==> src/design/dle_pkg.sv <==
`default_nettype none

package dle_pkg;

  // Configuration register indexes.
  localparam int unsigned CFG_IDX_W = 2;
  localparam logic [CFG_IDX_W-1:0] CFG_TAKE_TREE = 2'd0;
  localparam logic [CFG_IDX_W-1:0] CFG_TAKE_TXN  = 2'd1;

  // Operation codes of a request.
  localparam logic [2:0] OP_TREE_APPEND = 3'd0;
  localparam logic [2:0] OP_OVR_ALL     = 3'd1;
  localparam logic [2:0] OP_OVERWRITE   = 3'd2;
  localparam logic [2:0] OP_INSERT      = 3'd3;
  localparam logic [2:0] OP_ERASE       = 3'd4;
  localparam logic [2:0] OP_CLEAR       = 3'd5;
  localparam logic [2:0] OP_READ        = 3'd6;

  // Placement of an inserted duplicate.
  localparam logic [1:0] PM_LAST   = 2'd0;
  localparam logic [1:0] PM_FIRST  = 2'd1;
  localparam logic [1:0] PM_BEFORE = 2'd2;
  localparam logic [1:0] PM_AFTER  = 2'd3;

  // Result status codes.
  localparam logic [1:0] ST_OK      = 2'd0;
  localparam logic [1:0] ST_FULL    = 2'd1;
  localparam logic [1:0] ST_BADREF  = 2'd2;
  localparam logic [1:0] ST_IGNORED = 2'd3;

  // One stored list entry.
  typedef struct packed {
    logic        from_tree;
    logic [31:0] handle;
  } entry_t;

  localparam int unsigned ENTRY_W = $bits(entry_t);

  typedef struct packed {
    logic [2:0]  opcode;
    logic [1:0]  place_mode;
    logic [6:0]  ref_index;
    logic [31:0] handle;
    logic        visible;
  } req_t;

  typedef struct packed {
    logic [1:0]  status;
    logic [6:0]  entry_count;
    logic        entry_from_tree;
    logic [31:0] entry_handle;
  } rsp_t;

endpackage

`default_nettype wire

==> src/design/duplicate_list_editor.sv <==
// Duplicate list editor: an ordered list of up to DEPTH entries, each a
// tree/transaction source bit and a 32-bit handle, held in one RAM.
// Requests come in on in_valid_i/in_stall_o with in_data_i; every request
// gives exactly one response on out_valid_o/out_stall_i with out_data_o
// (status, entry count after the request, and the entry for a read).
// Two enable bits are written through cfg_valid_i/cfg_ready_o, index 0
// enabling tree appends and index 1 enabling transaction requests; write
// them only while no request is in flight.
// Sequence: a positional insert or erase first shifts each moved entry
// through the RAM, one RAM read and one RAM write per cycle; then the new
// entry is written or the referenced entry read, and the response is
// loaded. The next request is taken only after the response is loaded.
// Reset empties the list and sets both enables; the RAM needs no clearing
// since only entries below the count are ever read.
// A stalled response stays in the output register; a new request may be
// accepted meanwhile, and its response waits until the register frees.
`default_nettype none

module duplicate_list_editor #(
  parameter int unsigned DEPTH = 64
) (
  input  wire logic                           clk_i,
  input  wire logic                           rst_ni,
  input  wire logic                           in_valid_i,
  output logic                                in_stall_o,
  input  wire dle_pkg::req_t                  in_data_i,
  output logic                                out_valid_o,
  input  wire logic                           out_stall_i,
  output dle_pkg::rsp_t                       out_data_o,
  input  wire logic                           cfg_valid_i,
  output logic                                cfg_ready_o,
  input  wire logic [dle_pkg::CFG_IDX_W-1:0]  cfg_index_i,
  input  wire logic                           cfg_data_i
);

  localparam int unsigned AW = (DEPTH > 1) ? $clog2(DEPTH) : 1;

  logic            take_tree_q;
  logic            take_txn_q;
  logic            ram_wr_en;
  logic [AW-1:0]   ram_wr_addr;
  dle_pkg::entry_t ram_wr_data;
  logic            ram_rd_en;
  logic [AW-1:0]   ram_rd_addr;
  dle_pkg::entry_t ram_rd_data;

  // Configuration registers; writes are always taken.
  assign cfg_ready_o = 1'b1;

  always_ff @(posedge clk_i or negedge rst_ni) begin
    if (!rst_ni) begin
      take_tree_q <= 1'b1;
      take_txn_q  <= 1'b1;
    end else if (cfg_valid_i) begin
      if (cfg_index_i == dle_pkg::CFG_TAKE_TREE) begin
        take_tree_q <= cfg_data_i;
      end
      if (cfg_index_i == dle_pkg::CFG_TAKE_TXN) begin
        take_txn_q <= cfg_data_i;
      end
    end
  end

  // Entry storage.
  dle_ram #(
    .WIDTH(dle_pkg::ENTRY_W),
    .DEPTH(DEPTH)
  ) u_ram (
    .clk_i    (clk_i),
    .wr_en_i  (ram_wr_en),
    .wr_addr_i(ram_wr_addr),
    .wr_data_i(ram_wr_data),
    .rd_en_i  (ram_rd_en),
    .rd_addr_i(ram_rd_addr),
    .rd_data_o(ram_rd_data)
  );

  // Decode and shift sequencer.
  dle_seq #(
    .DEPTH(DEPTH)
  ) u_seq (
    .clk_i        (clk_i),
    .rst_ni       (rst_ni),
    .take_tree_i  (take_tree_q),
    .take_txn_i   (take_txn_q),
    .in_valid_i   (in_valid_i),
    .in_stall_o   (in_stall_o),
    .in_data_i    (in_data_i),
    .out_valid_o  (out_valid_o),
    .out_stall_i  (out_stall_i),
    .out_data_o   (out_data_o),
    .ram_wr_en_o  (ram_wr_en),
    .ram_wr_addr_o(ram_wr_addr),
    .ram_wr_data_o(ram_wr_data),
    .ram_rd_en_o  (ram_rd_en),
    .ram_rd_addr_o(ram_rd_addr),
    .ram_rd_data_i(ram_rd_data)
  );

endmodule

`default_nettype wire

==> src/design/dle_ram.sv <==
`default_nettype none

// Simple dual-port RAM: one write port, one read port with registered data.
module dle_ram #(
  parameter int unsigned WIDTH = 33,
  parameter int unsigned DEPTH = 64,
  localparam int unsigned AW = (DEPTH > 1) ? $clog2(DEPTH) : 1
) (
  input  wire logic             clk_i,
  input  wire logic             wr_en_i,
  input  wire logic [AW-1:0]    wr_addr_i,
  input  wire logic [WIDTH-1:0] wr_data_i,
  input  wire logic             rd_en_i,
  input  wire logic [AW-1:0]    rd_addr_i,
  output logic      [WIDTH-1:0] rd_data_o
);

  logic [WIDTH-1:0] mem_q [DEPTH];

  // Write port.
  always_ff @(posedge clk_i) begin
    if (wr_en_i) begin
      mem_q[wr_addr_i] <= wr_data_i;
    end
  end

  // Read port; data holds until the next read.
  always_ff @(posedge clk_i) begin
    if (rd_en_i) begin
      rd_data_o <= mem_q[rd_addr_i];
    end
  end

endmodule

`default_nettype wire

==> src/design/dle_seq.sv <==
`default_nettype none

// Request decode and list sequencer. Shifts entries through the RAM one per
// cycle, then writes the new entry or reads the referenced one.
module dle_seq #(
  parameter int unsigned DEPTH = 64,
  localparam int unsigned AW = (DEPTH > 1) ? $clog2(DEPTH) : 1,
  localparam int unsigned CW = $clog2(DEPTH + 1)
) (
  input  wire logic            clk_i,
  input  wire logic            rst_ni,
  input  wire logic            take_tree_i,
  input  wire logic            take_txn_i,
  input  wire logic            in_valid_i,
  output logic                 in_stall_o,
  input  wire dle_pkg::req_t   in_data_i,
  output logic                 out_valid_o,
  input  wire logic            out_stall_i,
  output dle_pkg::rsp_t        out_data_o,
  output logic                 ram_wr_en_o,
  output logic [AW-1:0]        ram_wr_addr_o,
  output dle_pkg::entry_t      ram_wr_data_o,
  output logic                 ram_rd_en_o,
  output logic [AW-1:0]        ram_rd_addr_o,
  input  wire dle_pkg::entry_t ram_rd_data_i
);

  localparam int unsigned XW = ((CW > 7) ? CW : 7) + 1;

  typedef enum logic [1:0] {
    S_IDLE,
    S_SHIFT,
    S_RESP
  } state_e;

  state_e          state_q;
  logic [CW-1:0]   count_q;
  logic [CW-1:0]   next_count_q;
  logic [1:0]      status_q;
  logic [CW-1:0]   moves_q;
  logic [AW-1:0]   rd_idx_q;
  logic            down_q;
  logic            pend_q;
  logic [AW-1:0]   pend_addr_q;
  logic            wr_new_q;
  logic            rd_q;
  logic [AW-1:0]   pos_q;
  logic [31:0]     handle_q;
  logic            from_tree_q;
  logic            out_valid_q;
  dle_pkg::rsp_t   out_data_q;

  logic            accept;
  logic            issue;
  logic            finish;
  logic            out_free;

  // Decode results.
  logic [XW-1:0]   ref_x;
  logic [XW-1:0]   cnt_x;
  logic [XW-1:0]   pos_x;
  logic            full;
  logic            txn_op;
  logic [1:0]      dec_status;
  logic [CW-1:0]   dec_count;
  logic            dec_ins;
  logic            dec_ers;
  logic            dec_wr;
  logic            dec_rd;
  logic            dec_tree;

  assign accept   = in_valid_i && (state_q == S_IDLE);
  assign issue    = (state_q == S_SHIFT) && (moves_q != '0);
  assign finish   = (state_q == S_SHIFT) && (moves_q == '0) && !pend_q;
  assign out_free = !out_valid_q || !out_stall_i;

  // Decode one request against the current entry count.
  always_comb begin
    ref_x      = XW'(in_data_i.ref_index);
    cnt_x      = XW'(count_q);
    full       = (count_q == CW'(DEPTH));
    txn_op     = (in_data_i.opcode == dle_pkg::OP_OVR_ALL) ||
                 (in_data_i.opcode == dle_pkg::OP_OVERWRITE) ||
                 (in_data_i.opcode == dle_pkg::OP_INSERT) ||
                 (in_data_i.opcode == dle_pkg::OP_ERASE);
    pos_x      = '0;
    dec_status = dle_pkg::ST_OK;
    dec_count  = count_q;
    dec_ins    = 1'b0;
    dec_ers    = 1'b0;
    dec_wr     = 1'b0;
    dec_rd     = 1'b0;
    dec_tree   = 1'b0;
    if (txn_op && (!take_txn_i || !in_data_i.visible)) begin
      dec_status = dle_pkg::ST_IGNORED;
    end else begin
      unique case (in_data_i.opcode)
        dle_pkg::OP_TREE_APPEND: begin
          if (!take_tree_i) begin
            dec_status = dle_pkg::ST_IGNORED;
          end else if (full) begin
            dec_status = dle_pkg::ST_FULL;
          end else begin
            dec_ins   = 1'b1;
            dec_tree  = 1'b1;
            pos_x     = cnt_x;
            dec_count = CW'(cnt_x + XW'(1));
          end
        end
        dle_pkg::OP_OVR_ALL: begin
          dec_wr    = 1'b1;
          dec_count = CW'(1);
        end
        dle_pkg::OP_OVERWRITE: begin
          if (ref_x == '0) begin
            dec_wr    = 1'b1;
            dec_count = CW'(1);
          end else if (ref_x > cnt_x) begin
            dec_status = dle_pkg::ST_BADREF;
          end else begin
            dec_wr = 1'b1;
            pos_x  = ref_x - XW'(1);
          end
        end
        dle_pkg::OP_INSERT: begin
          if ((in_data_i.place_mode == dle_pkg::PM_BEFORE) &&
              ((ref_x == '0) || (ref_x > cnt_x + XW'(1)))) begin
            dec_status = dle_pkg::ST_BADREF;
          end else if (full) begin
            dec_status = dle_pkg::ST_FULL;
          end else begin
            dec_ins   = 1'b1;
            dec_count = CW'(cnt_x + XW'(1));
            unique case (in_data_i.place_mode)
              dle_pkg::PM_LAST:   pos_x = cnt_x;
              dle_pkg::PM_FIRST:  pos_x = '0;
              dle_pkg::PM_BEFORE: pos_x = ref_x - XW'(1);
              dle_pkg::PM_AFTER:  pos_x = (ref_x >= cnt_x) ? cnt_x : ref_x;
              default:            pos_x = cnt_x;
            endcase
          end
        end
        dle_pkg::OP_ERASE: begin
          if (ref_x == '0) begin
            dec_count = '0;
          end else if (ref_x > cnt_x) begin
            dec_status = dle_pkg::ST_BADREF;
          end else begin
            dec_ers   = 1'b1;
            pos_x     = ref_x - XW'(1);
            dec_count = CW'(cnt_x - XW'(1));
          end
        end
        dle_pkg::OP_CLEAR: begin
          dec_count = '0;
        end
        dle_pkg::OP_READ: begin
          if ((ref_x == '0) || (ref_x > cnt_x)) begin
            dec_status = dle_pkg::ST_BADREF;
          end else begin
            dec_rd = 1'b1;
            pos_x  = ref_x - XW'(1);
          end
        end
        default: begin
          dec_status = dle_pkg::ST_IGNORED;
        end
      endcase
    end
  end

  // RAM read port: shift reads, then the final read of a read request.
  assign ram_rd_en_o   = issue || (finish && rd_q);
  assign ram_rd_addr_o = issue ? rd_idx_q : pos_q;

  // RAM write port: a pending shift write goes first, the new entry last.
  always_comb begin
    ram_wr_en_o   = 1'b0;
    ram_wr_addr_o = pend_addr_q;
    ram_wr_data_o = ram_rd_data_i;
    if (pend_q) begin
      ram_wr_en_o = 1'b1;
    end else if (finish && wr_new_q) begin
      ram_wr_en_o             = 1'b1;
      ram_wr_addr_o           = pos_q;
      ram_wr_data_o.from_tree = from_tree_q;
      ram_wr_data_o.handle    = handle_q;
    end
  end

  // Sequencer state, count and response register.
  always_ff @(posedge clk_i or negedge rst_ni) begin
    if (!rst_ni) begin
      state_q     <= S_IDLE;
      count_q     <= '0;
      moves_q     <= '0;
      pend_q      <= 1'b0;
      out_valid_q <= 1'b0;
    end else begin
      // A new response loads the register; a taken one empties it.
      if ((state_q == S_RESP) && out_free) begin
        out_valid_q <= 1'b1;
      end else if (out_valid_q && !out_stall_i) begin
        out_valid_q <= 1'b0;
      end
      pend_q <= issue;
      unique case (state_q)
        S_IDLE: begin
          if (accept) begin
            state_q      <= S_SHIFT;
            status_q     <= dec_status;
            next_count_q <= dec_count;
            wr_new_q     <= dec_ins || dec_wr;
            rd_q         <= dec_rd;
            pos_q        <= AW'(pos_x);
            handle_q     <= in_data_i.handle;
            from_tree_q  <= dec_tree;
            down_q       <= dec_ins;
            if (dec_ins) begin
              moves_q  <= CW'(cnt_x - pos_x);
              rd_idx_q <= AW'(cnt_x - XW'(1));
            end else if (dec_ers) begin
              moves_q  <= CW'(cnt_x - ref_x);
              rd_idx_q <= AW'(ref_x);
            end else begin
              moves_q <= '0;
            end
          end
        end
        S_SHIFT: begin
          if (issue) begin
            moves_q     <= moves_q - CW'(1);
            rd_idx_q    <= down_q ? rd_idx_q - AW'(1) : rd_idx_q + AW'(1);
            pend_addr_q <= down_q ? rd_idx_q + AW'(1) : rd_idx_q - AW'(1);
          end
          if (finish) begin
            state_q <= S_RESP;
          end
        end
        S_RESP: begin
          if (out_free) begin
            state_q                <= S_IDLE;
            count_q                <= next_count_q;
            out_data_q.status      <= status_q;
            out_data_q.entry_count <= 7'(next_count_q);
            if (rd_q) begin
              out_data_q.entry_from_tree <= ram_rd_data_i.from_tree;
              out_data_q.entry_handle    <= ram_rd_data_i.handle;
            end else begin
              out_data_q.entry_from_tree <= 1'b0;
              out_data_q.entry_handle    <= '0;
            end
          end
        end
        default: begin
          state_q <= S_IDLE;
        end
      endcase
    end
  end

  assign in_stall_o  = (state_q != S_IDLE);
  assign out_valid_o = out_valid_q;
  assign out_data_o  = out_data_q;

endmodule

`default_nettype wire

==> config.mk <==
export PLATFORM = sky130hd
export DESIGN_NAME = duplicate_list_editor
export DESIGN_NICKNAME = d
export VERILOG_FILES = /design/src/design/dle_pkg.sv /design/src/design/duplicate_list_editor.sv /design/src/design/dle_ram.sv /design/src/design/dle_seq.sv
export SDC_FILE = /design/constraint.sdc
export NUM_CORES = 2
export LEC_CHECK = 0
export BUFFER_PORTS_ARGS = -buffer_cell sky130_fd_sc_hd__buf_4
export CAP_MARGIN = 20
export CORE_AREA = 2 2 309 541
export DETAILED_ROUTE_END_ITERATION = 8
export DIE_AREA = 0 0 311 543
export HOLD_SLACK_MARGIN = 0.03
export PLACE_DENSITY = 0.69
export SLEW_MARGIN = 5
export SYNTH_ARGS = -nofsm -noshare
export SYNTH_HDL_FRONTEND = slang
export SYNTH_SLANG_ARGS = --single-unit
==> constraint.sdc <==
create_clock -name clk_i -period 6.71 [get_ports clk_i]
set_input_delay 1.0065 -clock clk_i [delete_from_list [all_inputs] [get_ports clk_i]]
set_output_delay 1.0065 -clock clk_i [all_outputs]
set_load 0.05 [all_outputs]
==> results_dict.tcl <==
set metrics [dict create \
    outcome "completed" \
    clk_latency_ns 0.84 \
    nNetsFinal 4906 \
    root_buffer "clkbuf_16" \
    drt-initial-drc-count 5463 \
    period_needed_ns 5.75 \
    seq_area_frac_synth_pct 77.0 \
    p_leak_nw 33.2 \
    max_slew_margin_pct 26.5 \
    yosysUniqueCellTypes 66 \
    h-tree-depth 4 \
    grt_max_degree 97 \
    dr.pass1.iters 5 \
    max_cap_violations 0 \
    hpwl_um 138000 \
    path_class "flop to flop" \
    cp.arrival_ns 6.52 \
    yosys.area.top_type_share_pct 76.5 \
    dp_slack_ns 1.09 \
    dieArea_um2 169000 \
    finalSetupTns_ns 0 \
    pin_count 98 \
    area_delta_synth_final_pct 13.3 \
    grt_pass1_wl_um 332000 \
    worstRegToRegCells 22 \
    fill_cells 11511 \
    setup_viol 0 \
    syn_area_um2 88300 \
    synthTopCellsByArea "edfxtp_1 76%, mux4_2 6.6%, mux2i_1 6.3%, o22ai_1 2.2%, a22oi_1 1.1%" \
    finClkSkew_ns 0.0384 \
    remaining_drc_errors 0 \
    cts-resized-gates 0 \
    tightest_slew_ns 1.10 \
    track_usage_pct 27.5 \
    ys_ff_latch 2270 \
    max_freq_ghz 0.174 \
    rows 197 \
    drv_slew 0 \
    clkTransAtPathRegs_ns 0.07 \
    synth_edf_count 2250 \
    synth_top_area_cell "edfxtp_1" \
    synth_cells 4565 \
    drive_gt1_share_pct 19.9 \
    ys.warnings.count 0 \
    globalplace.congestion 0.891 \
    vias 46863 \
    path_max_fanout 13 \
    fin_total_pwr_mw 45.0 \
    finalHoldViolations 0 \
    synth_nets 4651 \
    clock-sinks 2270 \
    post_cts_buffers 0 \
    cts_buffers 199 \
    hold_path.class "input pin to asynchronous set/reset pin" \
    wl_per_cell_um 32.6 \
    syn_area_per_cell_um2 19.4 \
    grt_pass1_vias 46740 \
    end_kind "flop" \
    rsz0062_at_grt "false" \
    clockBufferDepth 4 \
    antenna_found_initial 15 \
    start_util_pct 53.8 \
    overflow 0 \
    post-route-period-util_pct 85.7 \
    die_h_um 543 \
    crit_path_start_kind "flop" \
    drt-total-wl_um 234000 \
    port_buffers 96 \
    synth-async-reset-ratio_pct 0.881 \
    cts_hold_buf 0 \
    dieWidth_um 311 \
    power_density_nw_per_um2 449 \
    setup_slack_ns 0.957 \
    via_per_inst 6.54 \
    coreArea_um2 164000 \
    ir_worst_vdd_uv 440 \
    critPathRequiredTime_ns 7.48 \
    synth_ff_type "edfxtp_1" \
    ant_nets 0 \
    cts_tree "yes" \
]
[stage by stage]
stage | utilization [%] | instance area (µm²) | hold WS (ns) | instances
floorplan | - | 88300 | 0.400 | 4565
global placement | 56.8 | 93200 | 0.406 | 6785
CTS | 60.7 | 99600 | 0.0518 | 7139
finish | 61.0 | 100000 | 0.0760 | 7171
global route | 61.0 | 100000 | 0.0707 | 7165
detailed placement | 56.8 | 93200 | 0.405 | 6786
[placed cells by master, fill, tap and decap left out, drive strengths merged, types with 12 or more instances in the layout]
cell / n
inv: 37
nand2b: 21
bufinv: 22
mux2i: 555
mux4: 260
edfxtp: 2250
or3: 39
nor2: 123
nand2: 126
a22oi: 132
o22ai: 308
dfrtp: 18
clkinvlp: 12
nor3: 21
clkbuf: 246
buf: 292
nor4: 68
o21ai: 39
clkinv: 66
and2: 41
nand3: 18
nor2b: 13
ha: 31
xnor2: 21
a21oi: 34
mux2: 48
[power by group]
group	leakage, nW	switching [mW]	total [mW]	internal (mW)
combinational	9.42	9.26	14.3	5.02
clock	3.09	5.05	11.4	6.40
sequential	20.7	0.540	19.3	18.7
total	33.2	14.8	45.0	30.1
[cells in the mapped netlist (39+ instances only)]
library cell  instances
mux4_2              260
buf_2                92
edfxtp_1           2250
or3_1                39
nor4_1               68
clkbuf_1            115
a22oi_1             132
nand2_1             126
nor2_1              123
mux2i_1             555
mux2_2               48
o22ai_1             308
and2_1               41
[layer usage]
| layer | up-vias | share of wire (%) | global-route usage (%) |
|---|---|---|---|
| met3 | 538 | 8.0 | 4.32 |
| met5 | - | 0.034 | 0 |
| li1 | 19277 | - | - |
| met1 | 24542 | 36 | 34.1 |
| met4 | 12 | 4.8 | 12.5 |
| met2 | 2494 | 52 | 47.8 |
[path summary, 6_finish.rpt]
path,start,end,slack [ns]
setup / recovery,u_seq.count_q[0]$_DFFE_PN0P_,u_seq.moves_q[6]$_DFFE_PN0P_,0.96
hold / removal,rst_ni,u_seq.count_q[0]$_DFFE_PN0P_,0.08
setup reg to reg,u_seq.count_q[0]$_DFFE_PN0P_,u_seq.moves_q[6]$_DFFE_PN0P_,0.96
hold reg to reg,u_seq.status_q[1]$_SDFFCE_PP1P_,u_seq.out_data_o[41]$_DFFE_PP_,0.43
max in group asynchronous,rst_ni,take_txn_q$_DFFE_PN1P_,6.33
min in group clk_i,in_data_i[9],u_seq.handle_q[8]$_DFFE_PP_,0.34
[cells by family after synthesis]
logic type	synth area share, %
flops	77.0
xor+xnor	0.297
buf+inv	1.30
simple gates	2.87
compound gates	4.48
other cells	0.00424
fa+ha+maj	0.484
mux	13.5
[area by class of cell]
class	count	area, µm²	share of cell area [%]
Sequential cell	2270	68100	68.0
Multi-Input combinational cell	2027	19800	19.8
Clock buffer	246	5230	5.23
Timing Repair Buffer	292	2920	2.92
Tap cell	2189	2740	2.74
Clock inverter	107	1160	1.16
Inverter	30	113	0.113
Antenna cell	10	25.0	0.0250
[registers in the layout, summed over array words and instances, names as in the netlist, 7 cells and up]
register	count
u_ram.mem_q	2112
u_seq.out_data_o	42
u_ram.rd_data_o	33
u_seq.handle_q	32
u_seq.count_q	7
u_seq.moves_q	7
u_seq.next_count_q	7
[worst max-delay path, stage by stage, from the launching register on]
cell and delay (ns):
dfrtp_1 0.66, ha_1 0.32, and3_1 0.25, nand3_1 0.11
xor2_1 0.27, ha_1 0.30, and3_1 0.21, a221oi_1 0.27
a211oi_1 0.18, a21o_1 0.25, nor2_1 0.38, o21ai_0 0.17
a21oi_1 0.24, ha_1 0.24, fa_1 0.23, nor2b_1 0.06
o21ai_0 0.18, a21boi_0 0.15, o21a_1 0.21, o21a_1 0.18
or4b_1 0.49, mux2_2 0.27, nand2_1 0.07
Note: power is estimated with default switching activity, not from simulation.
